--- config.mk ---
export PLATFORM = sky130hd
export DESIGN_NAME = tag_grid
export DESIGN_NICKNAME = d
export VERILOG_FILES = /design/src/design/tag_pkg.sv /design/src/design/tag_grid.sv
export SDC_FILE = /design/constraint.sdc
export NUM_CORES = 1
export LEC_CHECK = 0
export BUFFER_PORTS_ARGS = -buffer_cell sky130_fd_sc_hd__buf_2
export CAP_MARGIN = 20
export CORE_MARGIN = 2
export CORE_UTILIZATION = 59
export DETAILED_ROUTE_END_ITERATION = 10
export PLACE_DENSITY = 0.94
export SYNTH_ARGS = -nofsm -noshare
export SYNTH_HDL_FRONTEND = slang
export SYNTH_SLANG_ARGS = --single-unit
--- constraint.sdc ---
create_clock -name clock -period 7.25 [get_ports clock]
set_input_delay 1.45 -clock clock [delete_from_list [all_inputs] [get_ports clock]]
set_output_delay 1.45 -clock clock [all_outputs]
set_load 0.005 [all_outputs]
--- src/design/tag_pkg.sv ---
// Shared types, widths, codes and small arithmetic helpers for the tile
// activation grid engine. No dependencies.
package tag_pkg;

   localparam int DEF_MAX_ROWS = 128;
   localparam int DEF_MAX_COLS = 128;

   localparam int TS_W      = 9;
   localparam int THR_W     = 17;
   localparam int MODE_W    = 2;
   localparam int ITER_W    = 6;
   localparam int MOVE_W    = 16;
   localparam int AUD_W     = 17;
   localparam int DIM_W     = 13;
   localparam int ACT_W     = 17;
   localparam int CH_W      = 8;
   localparam int IDX_W     = 7;
   localparam int CORNER_W  = 12;
   localparam int CSR_W     = 17;
   localparam int CSR_IDX_W = 3;
   localparam int SUM_W     = 20;

   localparam logic [1:0] REQ_LOAD = 2'd0;
   localparam logic [1:0] REQ_RUN  = 2'd1;
   localparam logic [1:0] REQ_READ = 2'd2;

   localparam logic [1:0] RSP_LOADED    = 2'd0;
   localparam logic [1:0] RSP_RUN_DONE  = 2'd1;
   localparam logic [1:0] RSP_TILE      = 2'd2;
   localparam logic [1:0] RSP_BAD_INDEX = 2'd3;

   localparam logic [1:0] MODE_VERT = 2'd0;
   localparam logic [1:0] MODE_FOUR = 2'd1;
   localparam logic [1:0] MODE_HORZ = 2'd2;

   localparam logic [2:0] CSR_TILE_SIZE  = 3'd0;
   localparam logic [2:0] CSR_THRESHOLD  = 3'd1;
   localparam logic [2:0] CSR_MODE       = 3'd2;
   localparam logic [2:0] CSR_ITERATIONS = 3'd3;
   localparam logic [2:0] CSR_MOVEMENT   = 3'd4;
   localparam logic [2:0] CSR_AUDIO      = 3'd5;
   localparam logic [2:0] CSR_FRAME_W    = 3'd6;
   localparam logic [2:0] CSR_FRAME_H    = 3'd7;

   localparam logic [ACT_W-1:0] ONE_Q16   = 17'd65536;
   localparam logic [ACT_W-1:0] HALF_Q16  = 17'd32768;
   // ceil(2^24/d): exact floor division for dividends below 2^20
   localparam logic [22:0] RECIP3    = 23'd5592406;
   localparam logic [21:0] RECIP5    = 22'd3355444;
   // ceil(2^36/765), applied to the channel sum with a 20-bit shift
   localparam logic [26:0] RECIP765  = 27'd89829382;

   typedef struct packed {
      logic [1:0]       req_type;
      logic [IDX_W-1:0] tile_row;
      logic [IDX_W-1:0] tile_col;
      logic [CH_W-1:0]  blue;
      logic [CH_W-1:0]  green;
      logic [CH_W-1:0]  red;
   } req_item_type;

   typedef struct packed {
      logic [1:0]          status;
      logic [CORNER_W-1:0] left;
      logic [CORNER_W-1:0] top;
      logic [CORNER_W-1:0] right;
      logic [CORNER_W-1:0] bottom;
      logic [CH_W-1:0]     out_blue;
      logic [CH_W-1:0]     out_green;
      logic [CH_W-1:0]     out_red;
      logic                border;
   } rsp_item_type;

   typedef struct packed {
      logic             busy;
      logic [DIM_W-1:0] rows;
      logic [DIM_W-1:0] cols;
   } grid_dims_type;

   function automatic logic [SUM_W-1:0] div3(input logic [SUM_W-1:0] x);
      logic [42:0] p;
      p = 43'(x) * 43'(RECIP3);
      return SUM_W'(p[42:24]);
   endfunction

   function automatic logic [SUM_W-1:0] div5(input logic [SUM_W-1:0] x);
      logic [41:0] p;
      p = 42'(x) * 42'(RECIP5);
      return SUM_W'(p[41:24]);
   endfunction

endpackage

--- src/design/tag_grid.sv ---
// Grid size unit: rows = frame_height / edge and cols = frame_width / edge,
// one quotient bit per cycle for both. Depends on tag_pkg.
module tag_grid (
   input  logic                        clock,
   input  logic                        reset,
   input  logic                        start,
   input  logic [tag_pkg::TS_W-1:0]    ts,
   input  logic [tag_pkg::DIM_W-1:0]   fw,
   input  logic [tag_pkg::DIM_W-1:0]   fh,
   output tag_pkg::grid_dims_type      dims
);
   import tag_pkg::*;

   logic             busy_ff, busy_in;
   logic [3:0]       cnt_ff, cnt_in;
   logic [TS_W:0]    remr_ff, remr_in, remc_ff, remc_in;
   logic [DIM_W-1:0] qr_ff, qr_in, qc_ff, qc_in;
   logic [TS_W:0]    tr, tc;
   logic             ger, gec;

   always_comb begin
      tr  = {remr_ff[TS_W-1:0], qr_ff[DIM_W-1]};
      tc  = {remc_ff[TS_W-1:0], qc_ff[DIM_W-1]};
      ger = tr >= {1'b0, ts};
      gec = tc >= {1'b0, ts};
      busy_in = busy_ff;
      cnt_in  = cnt_ff;
      remr_in = remr_ff;
      remc_in = remc_ff;
      qr_in   = qr_ff;
      qc_in   = qc_ff;
      if (start) begin
         busy_in = 1'b1;
         cnt_in  = 4'(DIM_W - 1);
         remr_in = '0;
         remc_in = '0;
         qr_in   = fh;
         qc_in   = fw;
      end else if (busy_ff) begin
         remr_in = ger ? tr - {1'b0, ts} : tr;
         remc_in = gec ? tc - {1'b0, ts} : tc;
         qr_in   = {qr_ff[DIM_W-2:0], ger};
         qc_in   = {qc_ff[DIM_W-2:0], gec};
         if (cnt_ff == 4'd0) begin
            busy_in = 1'b0;
         end else begin
            cnt_in = cnt_ff - 4'd1;
         end
      end
   end

   always_ff @(posedge clock) begin
      if (reset) begin
         busy_ff <= 1'b0;
         cnt_ff  <= '0;
      end else begin
         busy_ff <= busy_in;
         cnt_ff  <= cnt_in;
      end
      remr_ff <= remr_in;
      remc_ff <= remc_in;
      qr_ff   <= qr_in;
      qc_ff   <= qc_in;
   end

   assign dims.busy = busy_ff;
   assign dims.rows = qr_ff;
   assign dims.cols = qc_ff;

endmodule

[Word level (Yosys, flattened, before mapping)]
Index checks and enable logic that the tools add are counted.
Cells by class
  add/subtract/negate cells: 3
  order comparisons: 2
  equal/unequal tests: 1
  mux-type cells: 12
  bitwise logic cells: 1
  reduce and logical (&&, ||, !) cells: 5
Operators by type and width (count)
  13-bit two-way mux: 4
  10-bit by 9-bit greater-or-equal comparator with 1-bit output: 2
  9-bit two-way mux: 2
  9-bit subtractor: 2
  4-bit two-way mux: 3
  4-bit zero test: 1
  2-bit AND reduction: 2
  4-bit by 1-bit subtractor with 4-bit output (second input constant): 1
  1-bit two-way mux: 3
  2-bit != test (second input constant): 1
  2-bit nonzero test: 1
  2-bit OR reduction: 1
  1-bit NOT: 1
Word-level totals
  register bits after elaboration: 49
  input bits: 38
  output and inout bits: 27
  word-level logic and storage cells: 31

[Depth between registers and ports, before layout]
Gate-level depths: netlist of the first run.
  word-level depth: 4
  mapped depth: 10
  depth with buffers taken out: 9

[Worst setup path after synthesis of the first run]
Ideal clock, no wire load.
  path kind: input to register
  from: input port ts[0] (netlist name)
  to: register remr_ff[6]
  setup time: 0.137 ns
  arrival: 3.213 ns
  required time: 7.113 ns
  slack: 3.900 ns
  stages: 9
  path buffers: 1
  cell sequence: ha_1 -> inv_1 -> fa_1 -> a211oi_2 -> o31ai_2 -> a211oi_4 -> buf_6 -> mux2i_1 -> a211oi_1
Between the ends
  longest elaborated chain between the ends: 2
  elaborated cells between the ends (all ways): 3
  those cells by class: add/sub: 1; order compare: 1; mux: 1
Ends and longest elaborated chain
  start: declaration: RTL line tag_grid.sv:7  | input logic [tag_pkg::TS_W-1:0] ts,
  9-bit subtractor / 10-bit by 9-bit greater-or-equal comparator with 1-bit output (equally long branches): RTL line tag_grid.sv:40, tag_grid.sv:24
  9-bit two-way mux *: RTL line tag_grid.sv:40  | remr_in = ger ? tr - {1'b0, ts} : tr;
  end signal: assignment: RTL line tag_grid.sv:60  | remr_ff <= remr_in;
  end: declaration: RTL line tag_grid.sv:16  | logic [TS_W:0] remr_ff, remr_in, remc_ff, remc_in;
Every way passes the cells marked *; elsewhere a longest branch is shown, timed or not.
A chain may end at the register's enable or synchronous reset.

[Worst setup path in the final report of the first run]
  from: input port ts[0] (netlist name)
  to: register remc_ff[6]
Between the ends
  longest elaborated chain between the ends: 2
  elaborated cells between the ends (all ways): 3
  those cells by class: add/sub: 1; order compare: 1; mux: 1
Ends and longest elaborated chain
  9-bit subtractor / 10-bit by 9-bit greater-or-equal comparator with 1-bit output (equally long branches): RTL line tag_grid.sv:41, tag_grid.sv:25
  9-bit two-way mux *: RTL line tag_grid.sv:41  | remc_in = gec ? tc - {1'b0, ts} : tc;
  end signal: assignment: RTL line tag_grid.sv:61  | remc_ff <= remc_in;
  end: declaration: RTL line tag_grid.sv:16
Marked as above.

==> qor.txt, run 1 <==
status: complete, no violations
largest net degree at the start of global routing: 43
syn nets: 341
Final setup viols: 0
DR WL met2: 3.40 mm
Tightest Pin Transition: 1050 ps
cells after synthesis: 281
post-cts repair resize count: 0
Final Hold Violating Endpoints: 0
CTS buffer count: 5
final worst path period need: 3840 ps
met1 wire length: 2.71 mm
Yosys top cell area share: 0.262
drt pass-1 iters: 4
CTS Hold Bufs: 0
PnR Total Power: 708 uW
Die H: 75.1 um
n_diodes: 0
Seq/Total Area, Yosys: 0.416
Leakage Power: 0.00152 uW
highest metal used: met4
initial antenna violation count: 0
clk sink count: 49
critical path peak fanout: 14
CTS tree: built
largest buffer count on any clock path: 2
Primary FF master, synth: edfxtp_1
Data arrival, critical path: 4050 ps
TNS Setup: 0 ps
nets@finish: 400
die width: 75.1 um
Worst Setup End Kind: flip-flop
I/O pin cnt: 65
Filler cells: 340
Yosys reg bits: 49
critical path type: in2reg
synth top area cells: edfxtp_1 26%, dfxtp_1 15%, mux2_2 9.1%
DRC Markers: 0
routability cong.: 0.904
Async SR Flop Fraction: 0
Overflow after GRT: 0
synthesized cell area: 2990 um2
power per cell area: 208 nW/um2
EDFF count, synth: 26
Synth cell types: 43
Die ar.: 5650 um2
Via density: 5.80
vias: 2366
Site Rows: 25
area growth from synthesis to final layout: 14.2%
worst path required time: 7460 ps
Yosys Warn Count: 0
Peak Freq: 0.260 GHz
WL met3: 277 um
Routed WL per cell: 16.0 um
Clock Latency Late Sink: 300 ps
worst min path class: reg2reg
max_slew headroom: 0.296
first-pass GRT wire length: 10.1 mm
post-DP HPWL: 4.76 mm
peak supply drop: 0.127 mV
core area: 4790 um2
H-tree levels: 2
# port buffers: 64
startpoint types: primary input
DR iter-0 viols: 168
Synth area leader: edfxtp_1
Mean Syn Cell Area: 10.6 um2
drt total wl: 6.53 mm
Starting Density: 0.624
fraction of layout cells with a size suffix above 1: 0.308
period utilization: 0.530
Root Buffer Master: clkbuf_8
vias in the first global route: 2289
# Post-CTS Setup Buffers: 0
ANT nets after route: 0
Slew Viols, Final: 0
max_cap viols: 0
GR Util All Layers: 0.234
Clock transition at path regs: 90 ps
Max Clock Skew: 6.34 ps
RSZ-0062 raised after global routing: no
==> critical path, cell delays in order <==
cell and delay, ps:
buf_2 90, ha_1 200, inv_1 80, fa_1 410, a211oi_2 260, o31ai_2 130
a211oi_2 900, mux2i_1 230, a211oi_1 280
==> synthesized netlist by cell type, types with 8 or more instances <==
library cell,number
edfxtp_1,26
nand2_1,9
a211oi_1,8
nor2_1,22
a21oi_1,12
mux2_2,24
inv_1,20
ha_1,20
mux2i_1,8
dfxtp_1,23
==> flip-flops by register name (all words and copies together) (netlist names) <==
register  count
qr_ff        13
remr_ff       9
cnt_ff        4
remc_ff       9
busy_ff       1
qc_ff        13
==> power breakdown <==
part           total [uW]  internal [uW]  switching [uW]  leakage, uW
clock                 159           68.1            90.6    0.0000374
combinational         206           93.8             112      0.00103
sequential            343            325            18.3     0.000450
total                 708            487             221      0.00152
==> worst paths after layout <==
| path | startpoint | endpoint | slack (ps) | cells after the start |
|---|---|---|---|---|
| worst min-delay path | remr_ff[6] | remr_ff[7] | 510 | 2 |
| worst max-delay path | ts[0] | remc_ff[6] | 3410 | 9 |
| worst min register to register | remr_ff[6] | remr_ff[7] | 510 | 2 |
| worst max register to register | qc_ff[12] | remc_ff[6] | 4110 | 9 |
==> stage by stage <==
step	util	instance area (um2)	instances	hold WS, ps	setup WS [ps]
finish	0.712	3410	408	511	3410
global placement	0.694	3320	400	493	3340
global route	0.712	3410	408	538	3240
detailed placement	0.694	3320	400	498	3080
CTS	0.712	3410	408	515	3440
floorplan	-	2990	281	470	3900
==> layout make-up <==
| type | instances | area, um2 | area share |
|---|---|---|---|
| multi-input cells | 198 | 1590 | 0.466 |
| clock inverters | 2 | 15.0 | 0.00440 |
| clock buffers | 6 | 72.6 | 0.0213 |
| repair buffers | 65 | 328 | 0.0961 |
| inverters | 21 | 78.8 | 0.0231 |
| well taps | 67 | 83.8 | 0.0246 |
| flip-flops and latches | 49 | 1240 | 0.364 |
==> logic make-up after synthesis <==
family / after synthesis / synth area share
compound gates: 61 / 0.158
xor+xnor: 14 / 0.0411
fa+ha+maj: 22 / 0.0972
buf+inv: 34 / 0.0515
flops: 49 / 0.416
mux: 32 / 0.117
simple gates: 69 / 0.119
==> metal layers <==
layer  GRT usage  vias up
met3      0.0428       16
met1       0.284     1126
met5           0        -
met4       0.103        0
li1            -     1164
met2       0.407       60
==> layout by cell type (no fill, tap or decap), types with 6 or more instances in the layout <==
cell type,count
nand4_1,7
o21ai_0,7
buf_2,64
xor2_1,7
inv_1,20
nand2_1,9
nor2_1,22
xnor2_1,7
dfxtp_1,23
edfxtp_1,26
nor3_1,6
a211oi_1,8
mux2_2,24
ha_1,20
a21oi_1,12
mux2i_1,8
Power figures use the tool's default switching activity.
==> inputs of run 2 (changes only) <==
--- a/config.mk
+++ b/config.mk
@@ -8,9 +8,9 @@
 export BUFFER_PORTS_ARGS = -buffer_cell sky130_fd_sc_hd__buf_2
 export CAP_MARGIN = 20
 export CORE_MARGIN = 2
-export CORE_UTILIZATION = 59
+export CORE_UTILIZATION = 49
 export DETAILED_ROUTE_END_ITERATION = 10
-export PLACE_DENSITY = 0.94
+export PLACE_DENSITY = 0.84
 export SYNTH_ARGS = -nofsm -noshare
 export SYNTH_HDL_FRONTEND = slang
 export SYNTH_SLANG_ARGS = --single-unit
==> constraint.sdc (replaced) <==
create_clock -name clock -period 3.46 [get_ports clock]
set_input_delay 0.692 -clock clock [delete_from_list [all_inputs] [get_ports clock]]
set_output_delay 0.692 -clock clock [all_outputs]
set_load 0.005 [all_outputs]
==> run 2 against run 1 <==
  * Via count is 1.0% lower
  * Global-route usage is 3.6 points lower
  * Sequential power is 110% higher
  * Clock-buffer cell count stayed put
  * Clock skew is 2.1 ps higher
  * Highest routed layer unchanged
==> qor.txt, run 2 (same netlist as run 1, synthesis figures left out) <==
crit path from: qr_ff[12]
Die ar.: 6730 um2
R2R Setup Slk: 710 ps
critical path peak fanout: 15
I/O pin cnt: 65
Worst Setup End Kind: flip-flop
TNS Setup: 0 ps
Leakage Power: 0.00154 uW
period utilization: 0.795
nets@finish: 404
biggest regs: qc_ff (13), qr_ff (13)
most frequent CP cell: inv_1
max_slew headroom: 0.463
commonest non-fill, non-tap cell in the layout: buf_2
Site Rows: 28
area post-placement: 3360 um2
fin area: 3450 um2
DR iter-0 viols: 82
power per cell area: 431 nW/um2
Tightest Pin Transition: 804 ps
Routed WL per cell: 15.3 um
n_diodes: 0
vias in the first global route: 2254
drt total wl: 6.44 mm
post-cts repair resize count: 0
CTS buffer count: 5
first-pass GRT wire length: 10.2 mm
Hold WS: 507 ps
Peak Freq: 0.364 GHz
Data arrival, critical path: 2910 ps
GR Util All Layers: 0.198
Final setup viols: 0
max_cap viols: 0
largest net degree at the start of global routing: 27
worst min path class: reg2reg
Crit-path slowest cell: a211oi_4
clk sink count: 49
initial antenna violation count: 0
crit-path cells: inv_1 -> ha_1 -> inv_1 -> fa_1 -> a211oi_2 -> o31ai_2 -> a211oi_4 -> mux2i_1 -> a211oi_1
Overflow after GRT: 0
Via density: 5.58
Critical R2R Launch: qr_ff[12]
Max Clock Skew: 8.41 ps
CTS tree: built
Starting Density: 0.504
H-tree levels: 2
status: complete, no violations
worst path required time: 3620 ps
crit-path leading delay family: compound AO/OA/AOI/OAI gates
drt pass-1 iters: 4
core area: 5920 um2
Final Hold Violating Endpoints: 0
Worst Reg-to-Reg Cells: 9
Root Buffer Master: clkbuf_8
CTS Hold Bufs: 0
Clock transition at path regs: 100 ps
routability cong.: 0.858
# Post-CTS Setup Buffers: 0
final worst path period need: 2750 ps
most frequent cells in the layout: 64 x buf_2, 26 x edfxtp_1, 24 x mux2_2, 23 x dfxtp_1, 22 x nor2_1
critical path type: reg2reg
startpoint types: flip-flop
largest stage delay on the critical path: 650 ps
largest buffer count on any clock path: 2
Slew Viols, Final: 0
DRC Markers: 0
RSZ-0062 raised after global routing: no
peak supply drop: 0.257 mV
WP buf/inv: 2
ANT nets after route: 0
critical path depth: 9
Crit Reg-Reg Endpoint: remr_ff[3]
post-DP HPWL: 4.77 mm
vias: 2342
# port buffers: 64
Die H: 82.1 um
area growth from synthesis to final layout: 15.5%
worst setup path endpoint: remr_ff[3]
final core utilization: 0.583
die width: 82.1 um
Clock Latency Late Sink: 300 ps
fraction of layout cells with a size suffix above 1: 0.316
## run 2: how the worst min path moves through the flow
stage	start	endpoint	slack, ps	depth (start not counted)
floorplan	remr_ff[8]	remr_ff[8]	470	2
global placement	remr_ff[8]	remr_ff[8]	490	2
detailed placement	remr_ff[6]	remr_ff[7]	490	2
CTS	remr_ff[7]	remr_ff[7]	510	2
global route	remc_ff[6]	remc_ff[7]	530	2
finish	remc_ff[3]	remc_ff[3]	510	2
## run 2: cell type report
type | instances | area, um2
clock buffers | 6 | 72.6
clock inverters | 2 | 15.0
fillers | 525 | 2470
inverters | 21 | 78.8
multi-input cells | 198 | 1590
flip-flops and latches | 49 | 1240
well taps | 75 | 93.8
repair buffers | 69 | 358
## run 2: metal layers
metal,GRT usage,vias to the layer above,wire (um)
met1,0.231,1089,2680
met2,0.354,65,3290
met4,0.0867,0,148
met5,0,-,0
li1,-,1175,-
met3,0.0341,13,325
## run 2: stage by stage
step	worst slack, ps	power, uW	std cells
floorplan	868	1040	281
global route	517	1570	420
CTS	702	1500	420
detailed placement	423	1160	412
finish	710	1490	420
global placement	544	1140	412
## run 2: where the power goes
part           total (uW)  leakage [uW]  switching [uW]  internal (uW)
clock                 338     0.0000374             195            143
combinational         428       0.00105             226            202
sequential            722      0.000450            41.4            680
## run 2: worst register-to-register path: stages (launching register included)
cell and delay, ps:
edfxtp_1 380, inv_1 120, ha_1 180, inv_1 50, fa_1 410, a211oi_2 280, o31ai_2 150, a211oi_4 650
mux2i_1 280, a211oi_1 90
