$ cat config.mk
export PLATFORM = sky130hd
export DESIGN_NAME = tag_rect
export DESIGN_NICKNAME = d
export VERILOG_FILES = /design/src/design/tag_pkg.sv /design/src/design/tag_rect.sv
export SDC_FILE = /design/constraint.sdc
export NUM_CORES = 2
export LEC_CHECK = 0
export BUFFER_PORTS_ARGS = -buffer_cell sky130_fd_sc_hd__clkbuf_2
export CORE_ASPECT_RATIO = 2
export CORE_MARGIN = 5
export CORE_UTILIZATION = 60
export DETAILED_ROUTE_END_ITERATION = 10
export MAX_ROUTING_LAYER = met4
export PLACE_DENSITY = 0.77
export SLEW_MARGIN = 20
export SYNTH_ARGS = -nofsm -noshare
export SYNTH_HDL_FRONTEND = slang
export SYNTH_SLANG_ARGS = --single-unit
$ cat constraint.sdc
create_clock -name clock -period 17 [get_ports clock]
set_clock_uncertainty 0.05 [all_clocks]
set_input_delay 3.4 -clock clock [delete_from_list [all_inputs] [get_ports clock]]
set_output_delay 3.4 -clock clock [all_outputs]
set_load 0.05 [all_outputs]
$ cat src/design/tag_pkg.sv
// Shared types, widths, codes and small arithmetic helpers for the tile
// activation grid engine. No dependencies.
package tag_pkg;

   localparam int DEF_MAX_ROWS = 128;
   localparam int DEF_MAX_COLS = 128;

   localparam int TS_W      = 9;
   localparam int THR_W     = 17;
   localparam int MODE_W    = 2;
   localparam int ITER_W    = 6;
   localparam int MOVE_W    = 16;
   localparam int AUD_W     = 17;
   localparam int DIM_W     = 13;
   localparam int ACT_W     = 17;
   localparam int CH_W      = 8;
   localparam int IDX_W     = 7;
   localparam int CORNER_W  = 12;
   localparam int CSR_W     = 17;
   localparam int CSR_IDX_W = 3;
   localparam int SUM_W     = 20;

   localparam logic [1:0] REQ_LOAD = 2'd0;
   localparam logic [1:0] REQ_RUN  = 2'd1;
   localparam logic [1:0] REQ_READ = 2'd2;

   localparam logic [1:0] RSP_LOADED    = 2'd0;
   localparam logic [1:0] RSP_RUN_DONE  = 2'd1;
   localparam logic [1:0] RSP_TILE      = 2'd2;
   localparam logic [1:0] RSP_BAD_INDEX = 2'd3;

   localparam logic [1:0] MODE_VERT = 2'd0;
   localparam logic [1:0] MODE_FOUR = 2'd1;
   localparam logic [1:0] MODE_HORZ = 2'd2;

   localparam logic [2:0] CSR_TILE_SIZE  = 3'd0;
   localparam logic [2:0] CSR_THRESHOLD  = 3'd1;
   localparam logic [2:0] CSR_MODE       = 3'd2;
   localparam logic [2:0] CSR_ITERATIONS = 3'd3;
   localparam logic [2:0] CSR_MOVEMENT   = 3'd4;
   localparam logic [2:0] CSR_AUDIO      = 3'd5;
   localparam logic [2:0] CSR_FRAME_W    = 3'd6;
   localparam logic [2:0] CSR_FRAME_H    = 3'd7;

   localparam logic [ACT_W-1:0] ONE_Q16   = 17'd65536;
   localparam logic [ACT_W-1:0] HALF_Q16  = 17'd32768;
   // ceil(2^24/d): exact floor division for dividends below 2^20
   localparam logic [22:0] RECIP3    = 23'd5592406;
   localparam logic [21:0] RECIP5    = 22'd3355444;
   // ceil(2^36/765), applied to the channel sum with a 20-bit shift
   localparam logic [26:0] RECIP765  = 27'd89829382;

   typedef struct packed {
      logic [1:0]       req_type;
      logic [IDX_W-1:0] tile_row;
      logic [IDX_W-1:0] tile_col;
      logic [CH_W-1:0]  blue;
      logic [CH_W-1:0]  green;
      logic [CH_W-1:0]  red;
   } req_item_type;

   typedef struct packed {
      logic [1:0]          status;
      logic [CORNER_W-1:0] left;
      logic [CORNER_W-1:0] top;
      logic [CORNER_W-1:0] right;
      logic [CORNER_W-1:0] bottom;
      logic [CH_W-1:0]     out_blue;
      logic [CH_W-1:0]     out_green;
      logic [CH_W-1:0]     out_red;
      logic                border;
   } rsp_item_type;

   typedef struct packed {
      logic             busy;
      logic [DIM_W-1:0] rows;
      logic [DIM_W-1:0] cols;
   } grid_dims_type;

   function automatic logic [SUM_W-1:0] div3(input logic [SUM_W-1:0] x);
      logic [42:0] p;
      p = 43'(x) * 43'(RECIP3);
      return SUM_W'(p[42:24]);
   endfunction

   function automatic logic [SUM_W-1:0] div5(input logic [SUM_W-1:0] x);
      logic [41:0] p;
      p = 42'(x) * 42'(RECIP5);
      return SUM_W'(p[41:24]);
   endfunction

endpackage

$ cat src/design/tag_rect.sv
// Tile read datapath: rectangle corners, dimmed colour and border flag from
// one tile's activation and colour, three register stages. Depends on tag_pkg.
module tag_rect (
   input  logic                         clock,
   input  logic                         reset,
   input  logic                         start,
   input  logic [tag_pkg::ACT_W-1:0]    a,
   input  logic [3*tag_pkg::CH_W-1:0]   c,
   input  logic [tag_pkg::IDX_W-1:0]    row,
   input  logic [tag_pkg::IDX_W-1:0]    col,
   input  logic [tag_pkg::TS_W-1:0]     ts,
   input  logic [tag_pkg::MOVE_W-1:0]   movement,
   input  logic [tag_pkg::AUD_W-1:0]    audio,
   input  logic [tag_pkg::THR_W-1:0]    thr,
   input  logic [tag_pkg::DIM_W-1:0]    fw,
   input  logic [tag_pkg::DIM_W-1:0]    fh,
   output logic                         done,
   output tag_pkg::rsp_item_type        res
);
   import tag_pkg::*;

   logic v1_ff, v2_ff, v3_ff;

   // stage 1
   logic             neg_ff, neg_in, bord_ff, bord_in;
   logic [32:0]      p1_ff, p1_in;
   logic [30:0]      num_ff, num_in;
   logic [20:0]      mult_ff, mult_in;
   logic [ACT_W-1:0] mag;

   // stage 2
   logic [41:0]      p2_ff, p2_in;
   logic [8:0]       half_ff, half_in;
   logic [28:0]      cpb_ff, cpb_in, cpg_ff, cpg_in, cpr_ff, cpr_in;
   logic [15:0]      colts_ff, colts_in, rowts_ff, rowts_in;
   logic [SUM_W-1:0] sz;
   logic [9:0]       szc;

   // stage 3
   rsp_item_type     res_ff, res_in;
   logic [11:0]      offx, offy;
   logic signed [20:0] cx, cy, hs;

   function automatic logic [CORNER_W-1:0] corner(input logic signed [20:0] v,
                                                  input logic [DIM_W-1:0] dim);
      logic signed [20:0] hi, w;
      hi = $signed(21'(dim)) - 21'sd1;
      w  = v;
      if (w > hi) w = hi;
      if (w < 21'sd0) w = 21'sd0;
      if (w > 21'sd4095) w = 21'sd4095;
      return w[CORNER_W-1:0];
   endfunction

   always_comb begin
      neg_in  = a < HALF_Q16;
      mag     = neg_in ? HALF_Q16 - a : a - HALF_Q16;
      p1_in   = 33'(mag) * 33'(movement);
      num_in  = 31'(ts) * (31'd655360 + 31'(a) * 31'd10 + 31'(audio) * 31'd6);
      mult_in = 21'd196608 + 21'(a) * 21'd7;
      bord_in = a > thr;

      p2_in    = 42'(p1_ff) * 42'(ts);
      sz       = div5(SUM_W'(num_ff[30:18]));
      if (sz < 20'd2) begin
         szc = 10'd2;
      end else if (sz > 20'({ts, 1'b0})) begin
         szc = {ts, 1'b0};
      end else begin
         szc = sz[9:0];
      end
      half_in  = szc[9:1];
      cpb_in   = 29'(c[7:0]) * 29'(mult_ff);
      cpg_in   = 29'(c[15:8]) * 29'(mult_ff);
      cpr_in   = 29'(c[23:16]) * 29'(mult_ff);
      colts_in = 16'(col) * 16'(ts);
      rowts_in = 16'(row) * 16'(ts);

      offx = p2_ff[41:30];
      offy = 12'(p2_ff[41:31]);
      hs   = $signed(21'(half_ff));
      cx   = $signed(21'(colts_ff)) + $signed(21'(ts[TS_W-1:1]))
             + (neg_ff ? -$signed(21'(offx)) : $signed(21'(offx)));
      cy   = $signed(21'(rowts_ff)) + $signed(21'(ts[TS_W-1:1]))
             + (neg_ff ? -$signed(21'(offy)) : $signed(21'(offy)));
      res_in           = res_ff;
      res_in.status    = RSP_TILE;
      res_in.left      = corner(cx - hs, fw);
      res_in.top       = corner(cy - hs, fh);
      res_in.right     = corner(cx + hs, fw);
      res_in.bottom    = corner(cy + hs, fh);
      // c * mult / (10 * 2^16) = floor(floor(c * mult / 2^17) / 5)
      res_in.out_blue  = CH_W'(div5(SUM_W'(cpb_ff[28:17])));
      res_in.out_green = CH_W'(div5(SUM_W'(cpg_ff[28:17])));
      res_in.out_red   = CH_W'(div5(SUM_W'(cpr_ff[28:17])));
      res_in.border    = bord_ff;
   end

   always_ff @(posedge clock) begin
      if (reset) begin
         v1_ff <= 1'b0;
         v2_ff <= 1'b0;
         v3_ff <= 1'b0;
      end else begin
         v1_ff <= start;
         v2_ff <= v1_ff;
         v3_ff <= v2_ff;
      end
      if (start) begin
         neg_ff  <= neg_in;
         p1_ff   <= p1_in;
         num_ff  <= num_in;
         mult_ff <= mult_in;
         bord_ff <= bord_in;
      end
      if (v1_ff) begin
         p2_ff    <= p2_in;
         half_ff  <= half_in;
         cpb_ff   <= cpb_in;
         cpg_ff   <= cpg_in;
         cpr_ff   <= cpr_in;
         colts_ff <= colts_in;
         rowts_ff <= rowts_in;
      end
      if (v2_ff) begin
         res_ff <= res_in;
      end
   end

   assign done = v3_ff;
   assign res  = res_ff;

endmodule

[Word-level counts from Yosys, hierarchy flattened]
Index checks and enable logic that the tools add are counted.
Word-level totals
  flip-flop bits (word level): 333
  bits of input ports: 143
  output and inout port bits: 76
  word-level logic and storage cells: 83
Operators by class
  add/sub/neg operators: 17
  multiply operators: 15
  $lt $le $gt $ge: 16
  muxes and demuxes: 12
Operators by type and width (count)
  21-bit 2-to-1 mux: 10
  12-bit by 20-bit multiplier with 30-bit output (second input constant): 3
  8-bit by 21-bit multiplier with 29-bit output: 3
  21-bit by 13-bit greater-than comparator with 1-bit output (second input constant): 4
  21-bit by 14-bit greater-than comparator with 1-bit output: 4
  21-bit by 1-bit less-than comparator with 1-bit output (second input constant): 4
  18-bit by 21-bit adder with 21-bit output: 2
  21-bit by 10-bit adder with 21-bit output: 2
  33-bit by 9-bit multiplier with 42-bit output: 1
  21-bit by 10-bit subtractor with 21-bit output: 2
  17-bit by 3-bit multiplier with 20-bit output (second input constant): 2
  16-bit by 8-bit adder with 17-bit output: 2
  13-bit by 20-bit multiplier with 33-bit output (second input constant): 1
  17-bit by 16-bit multiplier with 33-bit output: 1
  7-bit by 9-bit multiplier with 16-bit output: 2
  9-bit by 23-bit multiplier with 31-bit output: 1
  13-bit by 1-bit subtractor with 14-bit output (second input constant): 2
  22-bit by 20-bit adder with 23-bit output: 1
  20-bit by 21-bit adder with 22-bit output (first input constant): 1
  18-bit by 20-bit adder with 21-bit output (first input constant): 1
  11-bit negator with 21-bit output: 1
  12-bit negator with 21-bit output: 1
  17-bit by 2-bit multiplier with 19-bit output (second input constant): 1
  17-bit greater-than comparator: 1
  other kinds (7): 7

[Depth between registers and ports, before layout]
  word-level depth: 9
  depth in mapped cells: 40
  depth with buffers taken out: 40

[Least setup slack after synthesis]
No wires, ideal clock.
  path type: input to register
  from: input audio[0] in the netlist's numbering
  to: register num_ff[28] (data pin)
  setup time: 0.267 ns
  data arrival time: 11.589 ns
  path slack: 5.094 ns
  cell stages on the path: 33
  buffers on the path: 0
  cell sequence: ha_1 > fa_1 > a21o_1 > a21oi_1 > o21bai_1 > a21oi_1 > nor2b_1 > o21a_1 > o31a_1 > o41ai_1 > o21bai_1 > a21oi_1 > xnor2_1 > ha_1 > ha_1 > and3_1 > a21o_1 > o41ai_2 > mux2_2 > fa_1 > inv_1 > fa_1 > inv_1 > fa_1 > inv_1 > fa_1 > ha_1 > and3_1 > a211o_1 > nand3_1 > o21ai_0 > a2111oi_0 > nor2_1
Between the ends
  cells in the longest elaborated chain, start to end: 3
RTL lines
  from (decl): RTL line tag_rect.sv:13  | input logic [tag_pkg::AUD_W-1:0] audio,
  17-bit by 2-bit multiplier with 19-bit output: RTL line tag_rect.sv:59  | num_in = 31'(ts) * (31'd655360 + 31'(a) * 31'd10 + 31'(audio) * 31'd6);
  22-bit by 20-bit adder with 23-bit output: RTL line tag_rect.sv:59
  9-bit by 23-bit multiplier with 31-bit output: RTL line tag_rect.sv:59
  via num_in[28]: RTL line tag_rect.sv:27  | logic [30:0] num_ff, num_in;
  to (signal assigned): RTL line tag_rect.sv:112  | num_ff <= num_in;
  to (decl): RTL line tag_rect.sv:27
The timed path passes the listed nets, and every way through them passes these cells.
A chain may end at the register's enable or synchronous reset.

[Worst setup path in the final report]
  from: input a[0] in the netlist's numbering
  to: register num_ff[28] (data pin)
Between the ends
  cells in the longest elaborated chain, start to end: 4
RTL lines
  from (decl): RTL line tag_rect.sv:7  | input logic [tag_pkg::ACT_W-1:0] a,
  17-bit by 3-bit multiplier with 20-bit output: RTL line tag_rect.sv:59
  20-bit by 21-bit adder with 22-bit output: RTL line tag_rect.sv:59
  22-bit by 20-bit adder with 23-bit output: RTL line tag_rect.sv:59
  9-bit by 23-bit multiplier with 31-bit output: RTL line tag_rect.sv:59
  via num_in[28]: RTL line tag_rect.sv:27
The timed path passes the listed nets, and every way through them passes these cells.

==> impl_metrics.toml <==
[worst_setup_path]
reg2reg_to = "res[35]$_SDFFCE_PN1P_"
critical_path_required_ns = 17.30
critPathLaunch = "a[0]"
start_kind = "input pin"
end_kind = "flop"
worstReg2RegStart = "rowts_ff[0]$_DFFE_PP_"
crit_slowest_cell = "o21ai_0"
cp_slowest_stage_delay_ns = 0.62
crit_fanout = 23
reg2reg_depth = 29
cp_data_arrival_time_ns = 13.11
r2r_slack_ns = 7.93
crit_type = "in -> reg"
endpoint = "num_ff[28]$_DFFE_PP_"

[synth]
syn_area_sq_um = 70600
seq_area_frac_synth = 0.0991
yosys_warnings = 0
synth_cells = 7673
synth.avg_cell_area_sq_um = 9.20
ys_ff_latch = 234
synthTopCellsByArea = "fa_1 33%, ha_1 19%, edfxtp_1 9.8%, inv_1 7.2%, nand2_1 5.3%"
yosysTopAreaCell = "fa_1"
synth_ff_type = "edfxtp_1"
synth_edf_count = 231
synth_top_area_share = 0.334
synth_cell_types = 93
synthArstFlopShare = 0
syn_nets = 10100

[drt]
drt-total-wl_mm = 181
drt_iter0_drc = 2757
firstDrtPassIters = 7
vias = 54200
wl_per_cell_um = 19.5
ant_nets = 0
viasPerCell = 5.86
drc_errors = 0

[sta]
fmaxAchievable_mhz = 78.1
rsz0062_at_grt = "no"
finalMaxSlewViolations = 0
finalWorstSetupSlack_ns = 4.20
min_period_ns = 12.80
finalCritPeriodShare = 0.753
setup_viol = 0
fin_setup_tns_ns = 0
relSlewSlack = 0.202
worst_slew_pin_slew_ns = 1.19
finalHoldViolCount = 0

[clock_tree]
post_cts.repair.setup_buffers = 0
clock_path_buffers = 3
cts_buffers = 26
cts_tree = "yes"
cts.hold.buffers_added = 0
cts_root_buf = "clkbuf_16"
cts-htree-levels = 1
insertion_delay_ns = 0.63
clkTransAtPathRegs_ns = 0.07
clkSinkCount = 234
cts_resized = 0

[floorplan]
fp-row-count = 178
core_sq_um = 117000
io_pins = 219
die_w_um = 253
die_y_um = 495
die_area_sq_um = 125000
start_util = 0.601

[cells_and_area]
syn2layout_area_growth_pct = 4.87
drive_gt1_frac = 0.0535
fill_cells = 9668
final_cell_area_sq_um = 74000
nNetsFinal = 10100

[grt]
grt_use_total = 0.300
grt.overflow.total = 0
antenna_found_initial = 4
grt_max_degree = 75
grt_pass1_wl_mm = 295
grt_pass1_vias = 60100

[placed_design]
post-dp-hpwl_mm = 150
pre_cts_ws_ns = 3.73
numPortBuffers = 216
placed_cell_area_sq_um = 73100
globalplace.congestion = 0.964

[worst_hold_path]
hp-class = "reg -> reg"

[run_status]
status = "completed"

[run]
cap_violations = 0
-- logic make-up (layout without fill, tap and decap cells) --
group / after synthesis / in the layout / share of synthesized area
buf+inv: 1633 / 1676 / 0.0873
flops: 234 / 234 / 0.0991
compound gates: 913 / 913 / 0.0865
fa+ha+maj: 2239 / 2239 / 0.522
simple gates: 2273 / 2273 / 0.157
mux: 20 / 20 / 0.00303
xor+xnor: 359 / 359 / 0.0446
other cells: 2 / 6 / 0.000106
-- stage by stage --
stage          utilization  std cells  hold WS [ns]
5_1_grt              0.631       9250         0.392
4_1_cts              0.630       9246         0.382
6_report             0.631       9250         0.378
2_1_floorplan            -       7673         0.350
3_3_place_gp         0.623       9198         0.359
3_5_place_dp         0.623       9198         0.364
-- cell usage after synthesis (23+ instances only) --
cell type / number
clkbuf_1: 235
edfxtp_1: 231
nand2_1: 993
nor2b_1: 57
buf_1: 35
nor2_1: 259
nand4_1: 45
or3_1: 34
nand3_1: 67
ha_1: 1061
a31oi_1: 29
a211oi_1: 36
xnor2_1: 267
nor3_1: 91
inv_1: 1354
o21a_1: 81
o21bai_1: 43
xor2_1: 92
o21ai_0: 162
a21oi_1: 240
and2_1: 559
o211ai_1: 30
a21o_1: 109
nand2b_1: 49
or2_2: 23
and3_1: 32
fa_1: 1178
-- cells in the final DEF, fill, tap and decap left out, types with 15 or more instances in the layout --
cell / netlist / final
inv_1: 1354 / 1354
fa_1: 1178 / 1178
ha_1: 1061 / 1061
nand2_1: 993 / 993
and2_1: 559 / 559
nor2_1: 259 / 259
xnor2_1: 267 / 252
a21oi_1: 240 / 240
edfxtp_1: 231 / 231
clkbuf_2: 0 / 214
o21ai_0: 162 / 162
a21o_1: 109 / 109
xor2_1: 92 / 92
nor3_1: 91 / 91
o21a_1: 81 / 81
nand3_1: 67 / 67
nor2b_1: 57 / 57
buf_4: 2 / 57
nand2b_1: 49 / 49
nand4_1: 45 / 45
o21bai_1: 43 / 43
a211oi_1: 36 / 36
or3_1: 34 / 34
and3_1: 32 / 32
o211ai_1: 30 / 30
a31oi_1: 29 / 29
clkbuf_16: 0 / 27
or2_2: 23 / 23
o31ai_1: 17 / 16
xnor2_2: 0 / 15
-- per-layer routing --
| layer | global-route usage | vias up | routed length (um) |
|---|---|---|---|
| met5 | - | - | 0 |
| met4 | 0.162 | 0 | 11800 |
| met3 | 0.0288 | 682 | 8280 |
| met2 | 0.563 | 1789 | 98700 |
| met1 | 0.305 | 27200 | 62100 |
| li1 | - | 24500 | - |
-- final cells by class --
type | count | area [sq um] | area share
antenna | 4 | 10.0 | 0.000135
clock buffer | 28 | 679 | 0.00918
clock inverter | 20 | 223 | 0.00301
inverter | 1354 | 5080 | 0.0687
multi-input combinational | 5806 | 57600 | 0.778
sequential | 234 | 7000 | 0.0946
tap | 1530 | 1910 | 0.0259
timing repair buffer | 274 | 1540 | 0.0209
-- worst min path at each step --
stage | start | cells past startpoint | endpoint
CTS | bord_ff$_DFFE_PP_ | 0 | res[0]$_DFFE_PP_
detailed placement | bord_ff$_DFFE_PP_ | 0 | res[0]$_DFFE_PP_
global placement | bord_ff$_DFFE_PP_ | 0 | res[0]$_DFFE_PP_
global route | bord_ff$_DFFE_PP_ | 0 | res[0]$_DFFE_PP_
floorplan | bord_ff$_DFFE_PP_ | 0 | res[0]$_DFFE_PP_
finish | bord_ff$_DFFE_PP_ | 0 | res[0]$_DFFE_PP_
-- state kept, by name (all words and copies together) (netlist names) --
name	count
cpb_ff	12
colts_ff	16
bord_ff	1
neg_ff	1
p1_ff	33
cpg_ff	12
done	1
half_ff	9
v1_ff	1
res	73
v2_ff	1
num_ff	13
mult_ff	21
rowts_ff	16
cpr_ff	12
p2_ff	12
-- critical path: cells and delay by family --
kind            cells  cell delay [ns]
compound gates     13             3.94
xor+xnor            2             0.57
fa+ha+maj          10             3.68
buf+inv             5             0.64
simple gates        7             0.86
Power is not shown: default switching activity piles up to over one toggle a cycle in this logic, so the estimate is an artifact.
